**config.mk**
```make
export PLATFORM = sky130hd
export DESIGN_NAME = wildcard_byte_signature_scan_core
export DESIGN_NICKNAME = d
export VERILOG_FILES = /design/src/hdl/wbss_pkg.sv /design/src/hdl/wbss_window.sv /design/src/hdl/wbss_match.sv /design/src/hdl/wildcard_byte_signature_scan_core.sv
export VERILOG_INCLUDE_DIRS = /design/src /design/src/hdl
export SDC_FILE = /design/constraint.sdc
export NUM_CORES = 1
export LEC_CHECK = 0
export BUFFER_PORTS_ARGS = -buffer_cell sky130_fd_sc_hd__buf_4
export CAP_MARGIN = 10
export CORE_ASPECT_RATIO = 1.75
export CORE_MARGIN = 1.5
export CORE_UTILIZATION = 34
export CTS_CLUSTER_DIAMETER = 150
export DETAILED_ROUTE_END_ITERATION = 7
export HOLD_SLACK_MARGIN = 0.15
export PLACE_DENSITY = 0.56
export SYNTH_ARGS = -nofsm -noshare
export SYNTH_HDL_FRONTEND = slang
export SYNTH_HIERARCHICAL = 1
export SYNTH_SLANG_ARGS = --single-unit
```
**constraint.sdc**
```tcl
create_clock -name clk -period 22.8 [get_ports clk]
set_input_delay 4.56 -clock clk [delete_from_list [all_inputs] [get_ports clk]]
set_output_delay 4.56 -clock clk [all_outputs]
set_load 0.02 [all_outputs]
```
**src/hdl/wildcard_byte_signature_scan_core_macros.svh**
```systemverilog
// assertion macros for the wildcard byte signature scan core
`ifndef WILDCARD_BYTE_SIGNATURE_SCAN_CORE_MACROS_SVH
`define WILDCARD_BYTE_SIGNATURE_SCAN_CORE_MACROS_SVH

`ifndef SYNTHESIS

// condition must hold in the same cycle
`define WBSS_ASSERT_NOW(label, ck, rn, cond) \
    label: assert property (@(posedge ck) disable iff (!rn) (cond)) \
        else $error("wbss: same-cycle check failed");

// trigger implies consequence in the next cycle
`define WBSS_ASSERT_NEXT(label, ck, rn, trig, conseq) \
    label: assert property (@(posedge ck) disable iff (!rn) (trig) |=> (conseq)) \
        else $error("wbss: next-cycle check failed");

`else

`define WBSS_ASSERT_NOW(label, ck, rn, cond)
`define WBSS_ASSERT_NEXT(label, ck, rn, trig, conseq)

`endif

`endif

```
**src/hdl/wbss_pkg.sv**
```systemverilog
// shared constants and types for the wildcard byte signature scan core
package wbss_pkg;

    localparam int MAX_PATTERN = 16;
    localparam int FILL_W      = $clog2(MAX_PATTERN + 1);
    localparam int WIN_IDX_W   = (MAX_PATTERN > 1) ? $clog2(MAX_PATTERN) : 1;
    localparam int REG_BYTES   = 16;
    localparam int LEN_W       = 5;
    localparam int POS_W       = 32;
    localparam int RANGE_W     = 8;
    localparam int CALC_W      = 8;
    localparam int CFG_W       = 64;
    localparam int CFG_IDX_W   = 2;

    localparam logic [POS_W-1:0]   POS_MAX   = {POS_W{1'b1}};
    localparam logic [RANGE_W-1:0] RANGE_MAX = {RANGE_W{1'b1}};
    localparam logic [FILL_W-1:0]  FILL_MAX  = FILL_W'(MAX_PATTERN);

    // configuration register indexes
    typedef enum logic [CFG_IDX_W-1:0] {
        CFG_PATTERN_LOW  = 2'd0,
        CFG_PATTERN_HIGH = 2'd1,
        CFG_CARE_MASK    = 2'd2,
        CFG_LENGTH       = 2'd3
    } cfg_reg_t;

    // window of recent bytes, highest entry newest
    typedef logic [MAX_PATTERN-1:0][7:0] byte_window_t;

    typedef struct packed {
        logic [63:0]          pattern_low;
        logic [63:0]          pattern_high;
        logic [REG_BYTES-1:0] care;
        logic [LEN_W-1:0]     length;
    } sig_cfg_t;

    typedef struct packed {
        logic [FILL_W-1:0]  fill;
        logic [POS_W-1:0]   pos;
        logic [RANGE_W-1:0] range_idx;
        logic               end_pending;
    } scan_state_t;

endpackage

```
**src/hdl/wbss_window.sv**
```systemverilog
// byte window and range/offset counters, updated on every accepted word
module wbss_window (
    input  logic                 clk,
    input  logic                 rst_n,
    input  logic                 accept,
    input  logic [7:0]           data_byte,
    input  logic                 range_start,
    input  logic                 scan_end,
    output wbss_pkg::byte_window_t window,
    output wbss_pkg::scan_state_t  state
);
    import wbss_pkg::*;

    byte_window_t window_reg;
    byte_window_t window_next;
    scan_state_t  state_reg;
    scan_state_t  state_next;

    // counter update: a pending scan end restarts from reset values
    always_comb
    begin
        logic [FILL_W-1:0]  fill;
        logic [POS_W-1:0]   pos;
        logic [RANGE_W-1:0] rng;
        fill = state_reg.end_pending ? '0 : state_reg.fill;
        pos  = state_reg.end_pending ? '0 : state_reg.pos;
        rng  = state_reg.end_pending ? '0 : state_reg.range_idx;
        if (range_start)
        begin
            if (pos != '0 && rng < RANGE_MAX)
                rng = rng + RANGE_W'(1);
            fill = '0;
            pos  = '0;
        end
        if (fill < FILL_MAX)
            fill = fill + FILL_W'(1);
        if (pos < POS_MAX)
            pos = pos + POS_W'(1);
        state_next.fill        = fill;
        state_next.pos         = pos;
        state_next.range_idx   = rng;
        state_next.end_pending = scan_end;
    end

    // shift the new byte in at the top
    always_comb
    begin
        for (int j = 0; j < MAX_PATTERN - 1; j++)
            window_next[j] = window_reg[j + 1];
        window_next[MAX_PATTERN - 1] = data_byte;
    end

    always_ff @(posedge clk or negedge rst_n)
    begin
        if (!rst_n)
            state_reg <= '0;
        else if (accept)
            state_reg <= state_next;
    end

    // entries below the fill count are never compared
    always_ff @(posedge clk)
    begin
        if (accept)
            window_reg <= window_next;
    end

    assign window = window_reg;
    assign state  = state_reg;

endmodule

```
**src/hdl/wbss_match.sv**
```systemverilog
// parallel wildcard compare of the window tail against the signature
module wbss_match (
    input  wbss_pkg::byte_window_t       window,
    input  logic [wbss_pkg::FILL_W-1:0]  fill,
    input  wbss_pkg::sig_cfg_t           cfg,
    output logic                         hit
);
    import wbss_pkg::*;

    logic [2*64-1:0]   pattern;
    logic [CALC_W-1:0] base;
    logic              len_ok;
    logic              mismatch;

    assign pattern = {cfg.pattern_high, cfg.pattern_low};
    assign base    = CALC_W'(MAX_PATTERN) - CALC_W'(cfg.length);

    // length must be nonzero, fit the window and be covered by the fill
    assign len_ok = (cfg.length != '0)
                 && (CALC_W'(cfg.length) <= CALC_W'(MAX_PATTERN))
                 && (CALC_W'(fill) >= CALC_W'(cfg.length));

    // byte k of the signature lines up with window entry base + k
    always_comb
    begin
        logic [CALC_W-1:0] idx;
        logic [7:0]        have;
        mismatch = 1'b0;
        for (int k = 0; k < MAX_PATTERN; k++)
        begin
            idx  = base + CALC_W'(k);
            have = window[idx[WIN_IDX_W-1:0]];
            if (k < REG_BYTES && CALC_W'(k) < CALC_W'(cfg.length)
                && cfg.care[k % REG_BYTES]
                && have != pattern[(k % REG_BYTES) * 8 +: 8])
                mismatch = 1'b1;
        end
    end

    assign hit = len_ok && !mismatch;

endmodule

```
**src/hdl/wildcard_byte_signature_scan_core.sv**
```systemverilog
// Wildcard byte signature scan core, top level.
// Each accepted input word is held in the window/counter register; its compare
// result is then written into the output register when that register is free.
// Throughput: one byte per cycle; the input stalls only while a result waits
// in the stalled output register and the next word under compare also has a result.
// Reset clears the configuration to zero and returns the scan state to start.
`include "wildcard_byte_signature_scan_core_macros.svh"

module wildcard_byte_signature_scan_core (
    input  logic                             clk,
    input  logic                             rst_n,
    input  logic                             cfg_write,
    input  logic [wbss_pkg::CFG_IDX_W-1:0]   cfg_index,
    input  logic [wbss_pkg::CFG_W-1:0]       cfg_data,
    input  logic                             in_valid,
    output logic                             in_stall,
    input  logic [7:0]                       data_byte,
    input  logic                             range_start,
    input  logic                             scan_end,
    output logic                             out_valid,
    input  logic                             out_stall,
    output logic                             found,
    output logic [wbss_pkg::RANGE_W-1:0]     range_number,
    output logic [wbss_pkg::POS_W-1:0]       match_offset
);
    import wbss_pkg::*;

    sig_cfg_t     cfg_reg;
    byte_window_t window;
    scan_state_t  state;
    logic         hit;

    logic               eval_valid_reg;
    logic               reported_reg;
    logic               out_valid_reg;
    logic               found_reg;
    logic [RANGE_W-1:0] range_number_reg;
    logic [POS_W-1:0]   match_offset_reg;

    logic             in_accept;
    logic             hit_new;
    logic             produce;
    logic             out_free;
    logic             retire;
    logic [POS_W-1:0] offset;

    // configuration registers
    always_ff @(posedge clk or negedge rst_n)
    begin
        if (!rst_n)
            cfg_reg <= '0;
        else if (cfg_write)
        begin
            unique case (cfg_reg_t'(cfg_index))
                CFG_PATTERN_LOW:  cfg_reg.pattern_low  <= cfg_data[63:0];
                CFG_PATTERN_HIGH: cfg_reg.pattern_high <= cfg_data[63:0];
                CFG_CARE_MASK:    cfg_reg.care         <= cfg_data[REG_BYTES-1:0];
                CFG_LENGTH:       cfg_reg.length       <= cfg_data[LEN_W-1:0];
            endcase
        end
    end

    wbss_window u_window (
        .clk         (clk),
        .rst_n       (rst_n),
        .accept      (in_accept),
        .data_byte   (data_byte),
        .range_start (range_start),
        .scan_end    (scan_end),
        .window      (window),
        .state       (state)
    );

    wbss_match u_match (
        .window (window),
        .fill   (state.fill),
        .cfg    (cfg_reg),
        .hit    (hit)
    );

    // handshake: the word under compare retires unless its result is blocked
    // a scan end gives a not-found word only when no match was reported yet
    assign hit_new   = eval_valid_reg && hit && !reported_reg;
    assign produce   = eval_valid_reg && (hit_new || (state.end_pending && !reported_reg));
    assign out_free  = !out_valid_reg || !out_stall;
    assign retire    = eval_valid_reg && (!produce || out_free);
    assign in_stall  = eval_valid_reg && !retire;
    assign in_accept = in_valid && !in_stall;

    // start offset of the match, pinned once the position saturates
    assign offset = (state.pos == POS_MAX) ? POS_MAX
                                           : state.pos - POS_W'(cfg_reg.length);

    // compare stage valid and first-match flag
    always_ff @(posedge clk or negedge rst_n)
    begin
        if (!rst_n)
        begin
            eval_valid_reg <= 1'b0;
            reported_reg   <= 1'b0;
        end
        else
        begin
            if (in_accept)
                eval_valid_reg <= 1'b1;
            else if (retire)
                eval_valid_reg <= 1'b0;
            if (retire)
                reported_reg <= state.end_pending ? 1'b0 : (reported_reg | hit_new);
        end
    end

    // output word register
    always_ff @(posedge clk or negedge rst_n)
    begin
        if (!rst_n)
            out_valid_reg <= 1'b0;
        else if (retire && produce)
            out_valid_reg <= 1'b1;
        else if (!out_stall)
            out_valid_reg <= 1'b0;
    end

    always_ff @(posedge clk)
    begin
        if (retire && produce)
        begin
            found_reg        <= hit_new;
            range_number_reg <= hit_new ? state.range_idx : '0;
            match_offset_reg <= hit_new ? offset : '0;
        end
    end

    assign out_valid    = out_valid_reg;
    assign found        = found_reg;
    assign range_number = range_number_reg;
    assign match_offset = match_offset_reg;

    // checks
    `WBSS_ASSERT_NOW(a_no_overwrite, clk, rst_n, !(retire && produce && out_valid_reg && out_stall))
    `WBSS_ASSERT_NOW(a_fill_bounded, clk, rst_n, (state.fill <= FILL_MAX) && (POS_W'(state.fill) <= state.pos))
    `WBSS_ASSERT_NEXT(a_hit_reported, clk, rst_n, retire && hit_new, out_valid_reg && found_reg)

endmodule
```
# Yosys cells after proc, flatten, opt, wreduce, memory -nomap -nowiden
# Index checks and enable logic that the tools add are counted.
# totals
ff_bits,367
input_bits,81
elab_cells,234
output_inout_bits,43
# classes
addsub,20
magnitude_cmp,37
eq_ne,21
bitwise,1
mux,63
reduce_logical,62
# ops
operator,n
$bmux W8 S4,16
$mux W8,19
$mux W32,4
$ne A8 B8 Y1,16
$lt A4 B5 Y1 const B,16
$logic_and A1 B1 Y1,44
$lt A4 B5 Y1 const A,8
$add A32 B1 Y32 const B,1
$add A4 B4 Y4 const B,8
$eq A32 B32 Y1 const B,1
$lt A32 B32 Y1 const B,1
$reduce_bool A32 Y1,1
$sub A32 B5 Y32,1
$mux W1,21
$lt A3 B5 Y1 const A,4
$add A4 B3 Y4 const B,4
$mux W5,3
$lt A1 B5 Y1 const A,2
$lt A2 B5 Y1 const A,2
$add A4 B2 Y4 const B,2
$add A8 B1 Y8 const B,1
$lt A8 B8 Y1 const B,1
$reduce_and A2 Y1,4
$logic_not A1 Y1,7
other kinds (14),17

# Depth between registers and ports, before layout
# Gate-level depths: netlist of run 1.
# logic_depth
word_depth,35
ltp_mapped,24
mapped_depth_nobuf,19

# Hierarchy
# Netlist of run 1, hierarchy kept.
# by_module_without_submodules
module,seq_area_each_um2,area_per_inst_um2,cells_per_inst,n_inst
wbss_match,0.0,9090.0,920,1
wildcard_byte_signature_scan_core,5034.8,7990.2,555,1
wbss_window,4994.8,6548.8,424,1

# Least setup slack after synthesis of run 1
# No wires, ideal clock.
# synth_path
path_kind,input port to flip-flop
startpoint,input port out_stall
endpoint,"register u_window.state_reg, in the netlist u_window/state[34]"
arrival_time_ns,11.922
required_ns,22.721
path_buffers,1
path_stages,9
setup_ns,0.079
path_slack_ns,10.798
path_cell_list,nand2_1 > nor2_1 > nor2b_1 > clkbuf_1 > and3_1 > and3_1 > nand4_1 > nor4_1 > mux2i_1
# synth_between
elab_chain_cells,8
# synth_lines
item,line,text
from (decl),wildcard_byte_signature_scan_core.sv:21,"input logic out_stall,"
$logic_not A1 Y1,n/a,
$logic_or A1 B1 Y1,wildcard_byte_signature_scan_core.sv:85,assign out_free = !out_valid_reg || !out_stall;
$logic_or A1 B1 Y1,wildcard_byte_signature_scan_core.sv:86,assign retire = eval_valid_reg && (!produce || out_free);
$logic_and A1 B1 Y1,wildcard_byte_signature_scan_core.sv:86,
$logic_not A1 Y1,wildcard_byte_signature_scan_core.sv:87,assign in_stall = eval_valid_reg && !retire;
$logic_and A1 B1 Y1,wildcard_byte_signature_scan_core.sv:87,
net in_stall,wildcard_byte_signature_scan_core.sv:16,"output logic in_stall,"
$logic_not A1 Y1,wildcard_byte_signature_scan_core.sv:88,assign in_accept = in_valid && !in_stall;
$logic_and A1 B1 Y1,wildcard_byte_signature_scan_core.sv:88,
net in_accept,wildcard_byte_signature_scan_core.sv:40,logic in_accept;
to (signal assigned),wbss_window.sv:58,state_reg <= state_next;
to (decl),wbss_window.sv:16,scan_state_t state_reg;
# The timed path passes the listed nets, and every way through them passes these cells.
# A chain may end at the register's enable or synchronous reset.

# Worst setup path in the final report of run 1
# layout_path
startpoint,register cfg_reg[1] (netlist name)
endpoint,output port in_stall
# layout_between
elab_chain_cells,32
elab_cells_between_ends,144
cone_classes,16 x add/sub; 18 x order compare; 16 x eq/ne; 48 x mux; 46 x reduce/logical
# layout_lines
item,line,text
from (decl),wildcard_byte_signature_scan_core.sv:28,sig_cfg_t cfg_reg;
$sub A1 B4 Y4,wbss_match.sv:16,assign base = CALC_W'(MAX_PATTERN) - CALC_W'(cfg.length);
$add A4 B1 Y4 or $bmux W8 S4 (tied branches),"wbss_match.sv:31, wbss_match.sv:32",
$bmux W8 S4 or $mux W8 (tied branches),wbss_match.sv:32,have = window[idx[WIN_IDX_W-1:0]];
$mux W8 (implied by the code) or $ne A8 B8 Y1 (tied branches),"wbss_match.sv:32, wbss_match.sv:35",
$ne A8 B8 Y1 or $logic_and A1 B1 Y1 (tied branches),wbss_match.sv:35,&& have != pattern[(k % REG_BYTES) * 8 +: 8])
$logic_and A1 B1 Y1 or $mux W1 (tied branches),"wbss_match.sv:35, wbss_match.sv:33",
$mux W1 (15 in a row),wbss_match.sv:33,if (k < REG_BYTES && CALC_W'(k) < CALC_W'(cfg.length)
$logic_not A1 Y1,wbss_match.sv:40,assign hit = len_ok && !mismatch;
[... 1 more ...],n/a,
net hit,wildcard_byte_signature_scan_core.sv:31,logic hit;
$logic_and A1 B1 Y1 * (2 in a row),wildcard_byte_signature_scan_core.sv:83,assign hit_new = eval_valid_reg && hit && !reported_reg;
$logic_or A1 B1 Y1 *,wildcard_byte_signature_scan_core.sv:84,assign produce = eval_valid_reg && (hit_new || (state.end_pending && !reported_reg));
$logic_and A1 B1 Y1 *,wildcard_byte_signature_scan_core.sv:84,
$logic_not A1 Y1 *,wildcard_byte_signature_scan_core.sv:86,
$logic_or A1 B1 Y1 *,wildcard_byte_signature_scan_core.sv:86,
$logic_and A1 B1 Y1 *,wildcard_byte_signature_scan_core.sv:86,
$logic_not A1 Y1 *,wildcard_byte_signature_scan_core.sv:87,
$logic_and A1 B1 Y1 *,wildcard_byte_signature_scan_core.sv:87,
to (decl),wildcard_byte_signature_scan_core.sv:16,
# Mark *: on every way through the listed nets, which the timed path passes. The rest lies on a longest branch. The select of a mux whose other input is x is not followed.

==> metrics.md, run 1 <==
| Metric | Value |
|---|---|
| CTS root buf | `clkbuf_16` |
| Setup Skew | `25.95 ps` |
| Main area contributors after synthesis | `edfxtp_1 (21%), dfrtp_1 (21%), mux4_2 (12%), mux2_2 (11%), mux2i_1 (7.3%)` |
| First-pass GRT wire length | `117600 um` |
| Internal power | `1.760 mW` |
| Hold EP | `u_window/window[99]` |
| Initial antenna violation count | `1` |
| Port Buffers | `123` |
| Post-detailed-route DRC marker count | `0` |
| Critical path's slowest cell | `a211oi_2` |
| Clk sinks | `367` |
| Die H | `351.7 um` |
| Fin. max-slew vios | `0` |
| Worst Max-Slew Pin Slew | `1221 ps` |
| GPL Wtd Cong | `0.9710` |
| Initial Utilization | `34.42%` |
| Hold Path Class | `flop to flop` |
| Vias per cell | `5.891` |
| Post-synth EDFFs | `169` |
| Switch Pwr | `1.125 mW` |
| Clk slew on worst S/H paths | `60 ps` |
| Max Freq | `0.08282 GHz` |
| Final setup viols | `0` |
| R2r setup slk | `14310 ps` |
| Commonest non-fill, non-tap cells in the layout | `mux2_2 (230), dfrtp_1 (196), mux2i_1 (173)` |
| Crit Path Class | `flop to primary output` |
| CTS tree | `done` |
| Fin. Hold Viols | `0` |
| Critical Path RT | `18240 ps` |
| Sequential-to-total area share from yosys stat | `42.45%` |
| DRT Wirelength | `79150 um` |
| Top cell by count, worst path | `buf_4` |
| Family with the most delay on the worst path | `simple AND/OR/NAND/NOR gates` |
| Commonest non-fill, non-tap cell in the layout | `mux2_2` |
| Distinct cell type count after synthesis | `87` |
| Crit-path max cell delay | `1010 ps` |
| Async S/R FF share, synth | `53.95%` |
| Row cnt | `127` |
| Die area | `71150 sq um` |
| Status | `finished clean` |
| Worst r2r path cells | `20` |
| Largest family of logic cells by synthesized area | `multiplexers` |
| Synth Cell Area | `23630 sq um` |
| CTS Buf Count | `39` |
| Yosys reg bits | `367` |
| Die width | `202.3 um` |
| Hold wc startpoint | `u_window/window[107]` |
| Max IR drop VDD | `0.05593 mV` |
| Number of global-route vias before repair | `17650` |
| Post-Synth XOR/XNOR Area | `5.788%` |
| Pin count of the biggest net entering global routing | `154` |
| WP data arrival | `7510 ps` |
| Iter 0 DRT Violations | `1112` |
| Filler instances | `6526` |
| # resized after CTS | `0` |
| NumNets Final | `2082` |
| RSZ-0062 raised after global routing | `no` |
| Synth warn | `6` |
| Worst-path maximum fanout | `51` |
| Post-DRT Antenna Nets | `0` |
| Simple-gate share of the synthesized area | `10.89%` |
| Worst slew margin | `17.85%` |
| Setup Fix Bufs, Post-CTS | `0` |
| I/O Pins | `124` |
| Post-cts hold buffer count | `0` |
| P_leak | `10.51 nW` |
| Worst setup EP type | `primary output` |
| Cells after Synth | `1899` |
| Compound-Gate Fraction of Synth Area | `6.524%` |
| Power Dens Cells | `107.8 nW/um^2` |
| Synth top area share | `21.48%` |
| Synthesized net count | `1996` |
| N_diodes | `0` |
| Setup TNS | `0 ps` |
| Switching Share | `39.00%` |
| All-layer global routing usage | `22.31%` |
| CTS HTree Levels | `2` |
| Post-synth top flop | `dfrtp_1` |
| Synth area leader | `edfxtp_1` |
| Max-cap violations | `0` |
| R2R Path End | `u_window/state[24]` |
| Comb pwr share | `46.5%` |
| Clock power share | `23.5%` |
| Via count | `17190` |
| Fin crit share | `52.96%` |
| Hold Path Cell Cnt | `0` |
| Clk_lat worst skew | `570 ps` |
| Flop pwr share | `30.0%` |
| Share of cells above drive strength 1 | `30.69%` |
| Hpwl dp | `59190 um` |
| Avg Cell Area, Syn | `12.44 sq um` |
| Gr ovfl total | `0` |
| Final Power | `2.885 mW` |
| CP startpoint | `cfg_reg[1]` |
| Drt wl/cell | `27.13 um` |
| Drt pass-1 iters | `5` |
| Critical R2R Launch | `cfg_reg[1]` |
| Max reg flops | `149` |
| Max clock buf depth | `3` |
| Syn-to-layout area delta | `13.22%` |
| Core area | `68650 sq um` |
| Buf+Inv Stages, Crit Path | `4` |
| Final min period | `12070 ps` |
| Proportion of synthesized area in mux cells | `30.54%` |
| Post-synthesis adder-cell area fraction | `0.8790%` |
| Startpoint types | `flop` |
| Crit path cell chain | `inv_1 -> ha_4 -> buf_4 -> nor2_1 -> a211oi_2 -> nor3_1 -> o21ai_0 -> nand4_1 -> nor4_1 -> o221ai_1 -> nor4_1 -> buf_4 -> and4_1 -> o211ai_1 -> nor2_1 -> buf_4` |
metal layers:
layer  vias up  track usage [%]  part of all wire (%)
met2       634            41.21                    53
met5         -                0                 0.015
li1       7563                -                     -
met4         2            17.05                   8.8
met3       225            2.883                   4.6
met1      8761            22.72                    34
cell usage after synthesis, drive strengths merged (29+ instances only):
master  instances
nand2          98
nor3           45
nor2           70
nand4          51
mux2i         173
nand3          35
o21ai          62
inv            29
nor4           47
xnor2          79
edfxtp        169
dfrtp         198
xor2           68
a21oi          56
mux4          128
clkbuf         38
buf            69
mux2          231
cell families (layout without fill, tap and decap cells):
logic type	count (synthesis)	in the layout
xor gates and xnor gates	148	148
buffers and inverters	137	252
AOI/OAI and AO/OA	231	231
adders and majority gates	16	16
and+or+nand+nor	468	468
muxes	532	532
DFF	367	367
how the worst max path moves through the flow:
stage                         end  slack (ps)  depth (start not counted)
2_1_floorplan  u_window/state[34]       10800                          9
3_3_place_gp             in_stall       11690                         16
3_5_place_dp             in_stall       11520                         16
4_1_cts                  in_stall       10900                         16
5_1_grt                  in_stall       10240                         16
6_report                 in_stall       10730                         16
per-stage QoR:
stage	utilization [%]	hold WS, ps	instance area (sq um)	worst slack [ps]	instances
CTS	38.93	506.0	26720	10900	2915
global route	38.97	512.2	26750	10240	2917
global placement	36.99	485.0	25390	11690	2844
floorplan	-	453.5	23630	10800	1899
finish	38.97	502.1	26750	10730	2917
detailed placement	37.01	486.3	25410	11520	2845
cell type report:
| type | count | area (sq um) | share of cell area, % |
|---|---|---|---|
| clock inverter | 19 | 234.0 | 0.8746 |
| tap | 903 | 1130 | 4.223 |
| timing repair buffer | 152 | 1180 | 4.410 |
| clock buffer | 51 | 1082 | 4.045 |
| multi-input combinational | 1395 | 12980 | 48.52 |
| sequential | 367 | 10030 | 37.51 |
| inverter | 30 | 112.6 | 0.4209 |
power by group through the flow:
stage          Sequential [mW]  Combinational (mW)  Clock, mW
2_1_floorplan            0.843               0.967          0
3_3_place_gp             0.877                1.31          0
3_5_place_dp             0.879                1.33          0
4_1_cts                  0.866                1.33      0.696
5_1_grt                  0.877                1.42      0.716
6_report                 0.867                1.34      0.678
Note: power is estimated with default switching activity, not from simulation.
==> run 2: changes to the inputs <==
Settings changed: ABC_AREA from default to 1, PLACE_DENSITY 0.56 to 0.58.
Clock period 22.8 ns to 10.5 ns, I/O delays scaled along.
==> run 2 against run 1 <==
Net effect:
- sequential power up 110%
- setup slack worse by 8900 ps
- critical endpoint unchanged
- global-route usage up 4.4 points
- count of clock-buffer cells in the layout is 1 higher
- largest cell class unchanged
- total power grew 120%
==> metrics.md, run 2 <==
| Metric | Value |
|---|---|
| Status | `finished clean` |
| Filler instances | `8135` |
| Max IR drop VDD | `0.1318 mV` |
| First-pass GRT wire length | `152800 um` |
| Gr ovfl total | `0` |
| Max reg flops | `149` |
| Hold Path Cell Cnt | `0` |
| RSZ-0062 raised after global routing | `no` |
| Commonest non-fill, non-tap cells in the layout | `nand2_1 (1771), nand3_1 (536), inv_1 (413)` |
| Die width | `211.9 um` |
| Fin. max-slew vios | `0` |
| Synth warn | `6` |
| Pin count of the biggest net entering global routing | `138` |
| Post-synth top flop | `dfrtp_1` |
| Worst slew margin | `19.64%` |
| P_leak | `14.70 nW` |
| Startpoint types | `flop` |
| Top layer in use | `met4` |
| Initial Utilization | `34.44%` |
| Critical R2R Launch | `cfg_reg[0]` |
| Max-cap violations | `0` |
| R2r setup slk | `3280 ps` |
| Post-detailed-route DRC marker count | `0` |
| Number of global-route vias before repair | `24820` |
| Synth area leader | `nand2_1` |
| Cells after Synth | `4012` |
| Critical Path RT | `8400 ps` |
| Max Freq | `0.1148 GHz` |
| Post-cts hold buffer count | `0` |
| Port Buffers | `123` |
| Drt pass-1 iters | `5` |
| Hold Path Class | `flop to flop` |
| Synthesized net count | `4109` |
| Met1 WL | `35260 um` |
| Worst Max-Slew Pin Slew | `1203 ps` |
| Setup Skew | `30.51 ps` |
| Sequential-to-total area share from yosys stat | `38.64%` |
| All-layer global routing usage | `26.67%` |
| Crit Path Class | `flop to primary output` |
| Power Dens Cells | `217.8 nW/um^2` |
| Initial antenna violation count | `0` |
| I/O Pins | `124` |
| Iter 0 DRT Violations | `1731` |
| WP data arrival | `6610 ps` |
| R2R Path End | `u_window/state[33]` |
| Vias per cell | `5.096` |
| Post-synth EDFFs | `169` |
| Hold wc startpoint | `u_window/window[26]` |
| Setup Fix Bufs, Post-CTS | `0` |
| Hpwl dp | `80920 um` |
| WHS | `477.0 ps` |
| # resized after CTS | `0` |
| DRT Wirelength | `103800 um` |
| Worst r2r path cells | `33` |
| Synth top area share | `25.64%` |
| Synth Cell Area | `25960 sq um` |
| CTS Buf Count | `40` |
| GPL Wtd Cong | `1.020` |
| Fin crit share | `82.93%` |
| Most common cell in the netlist | `nand2_1` |
| Final Power | `6.300 mW` |
| Final setup viols | `0` |
| Post-DRT Antenna Nets | `0` |
| Commonest non-fill, non-tap cell in the layout | `nand2_1` |
| Worst setup EP type | `primary output` |
| Syn-to-layout area delta | `11.44%` |
| Fin. Hold Viols | `0` |
| DR WL met2 | `52900 um` |
| Clk sinks | `367` |
| Die area | `78090 sq um` |
| CTS tree | `done` |
| NumNets Final | `4134` |
| DR WL met3 | `4638 um` |
| Via count | `25900` |
| CTS HTree Levels | `2` |
| Die H | `368.5 um` |
| Share of cells above drive strength 1 | `7.498%` |
| Core area | `75380 sq um` |
| Setup TNS | `0 ps` |
| Clk_lat worst skew | `610 ps` |
| Drt wl/cell | `20.43 um` |
| Avg Cell Area, Syn | `6.471 sq um` |
| CTS root buf | `clkbuf_16` |
| Async S/R FF share, synth | `53.95%` |
| Main area contributors after synthesis | `nand2_1 (26%), edfxtp_1 (20%), dfrtp_1 (19%), nand3_1 (10%), inv_1 (6.0%)` |
| Distinct cell type count after synthesis | `43` |
| Max clock buf depth | `3` |
| Commonest cells in the netlist | `nand2_1 (1773), nand3_1 (538), inv_1 (414), o21ai_0 (237), nor2_1 (206)` |
| Hold EP | `u_window/window[18]` |
| Row cnt | `133` |
| Worst-path maximum fanout | `49` |
| Yosys reg bits | `367` |
| Final min period | `8708 ps` |
| Clk slew on worst S/H paths | `60 ps` |
## run 2: changes by cell type in the layout (fill, tap and decap cells not counted), moves of 173 or more
cell / before / now
inv_1: 28 / 413
mux2_2: 230 / 0
mux2i_1: 173 / 0
nand2_1: 98 / 1771
nand3_1: 35 / 536
o21ai_0: 58 / 237
## run 2: kinds of logic after synthesis
kind of cell	after synthesis	share of synthesized area, %
AO/OA/AOI/OAI	315	6.319
flip-flops	367	38.64
AND/OR/NAND/NOR	2700	43.99
adder cells (fa/ha/maj)	16	0.8001
buffers and inverters	594	9.432
XOR/XNOR	20	0.8193
## run 2: metrics by stage
step	util (%)	setup slack, ps	std cells	cell area [sq um]
floorplan	-	3525	4012	25960
global placement	36.62	2628	5007	27610
detailed placement	36.62	2562	5007	27610
CTS	38.37	1922	5080	28930
global route	38.37	1404	5080	28930
finish	38.38	1792	5081	28930
## run 2: area by class of cell
class	count	area, sq um	share of cell area, %
diodes	1	2.502	0.008650
multi-input cells	3051	13520	46.74
repair buffers	152	1185	4.096
flip-flops and latches	367	10030	34.68
clock inverters	21	180.2	0.6228
well taps	1012	1266	4.377
clock buffers	52	1140	3.940
inverters	425	1602	5.536
## run 2: per-layer routing
layer,track usage [%],vias up
met3,3.480,303
met5,0,-
met1,25.92,12010
met2,48.74,760
li1,-,12820
met4,23.83,0
## run 2: worst max-delay path by stage
stage | from | endpoint | slack (ps)
global route | cfg_reg[0] | in_stall | 1400
global placement | cfg_reg[0] | in_stall | 2630
CTS | cfg_reg[0] | in_stall | 1920
floorplan | cfg_reg[0] | u_window/state[43] | 3530
finish | cfg_reg[0] | in_stall | 1790
detailed placement | cfg_reg[0] | in_stall | 2560
## run 2: where the power goes
group / switching, mW / internal (mW)
sequential: 0.172 / 1.68
combinational: 2.13 / 0.840
clock: 0.654 / 0.822
total: 2.96 / 3.34
## run 2: critical path, cell delays in order (launching register included)
cell and delay (ps):
dfrtp_4 780, clkinv_2 270, ha_2 670, inv_2 260
nand2_1 130, nand2_2 380, buf_4 390, o21ai_0 690
buf_4 260, nand2_1 50, nand2_1 120, nand2_1 80
nand2_1 70, nand2_1 40, nand2_1 60, nand2_1 50
nor2_1 180, nand2_1 170, nand2_1 90, nand2_1 50
nor2_1 80, nand3_1 80, nor2_1 430, nor2_1 110
nor2_1 160, nand2_1 110, inv_1 70, buf_4 130
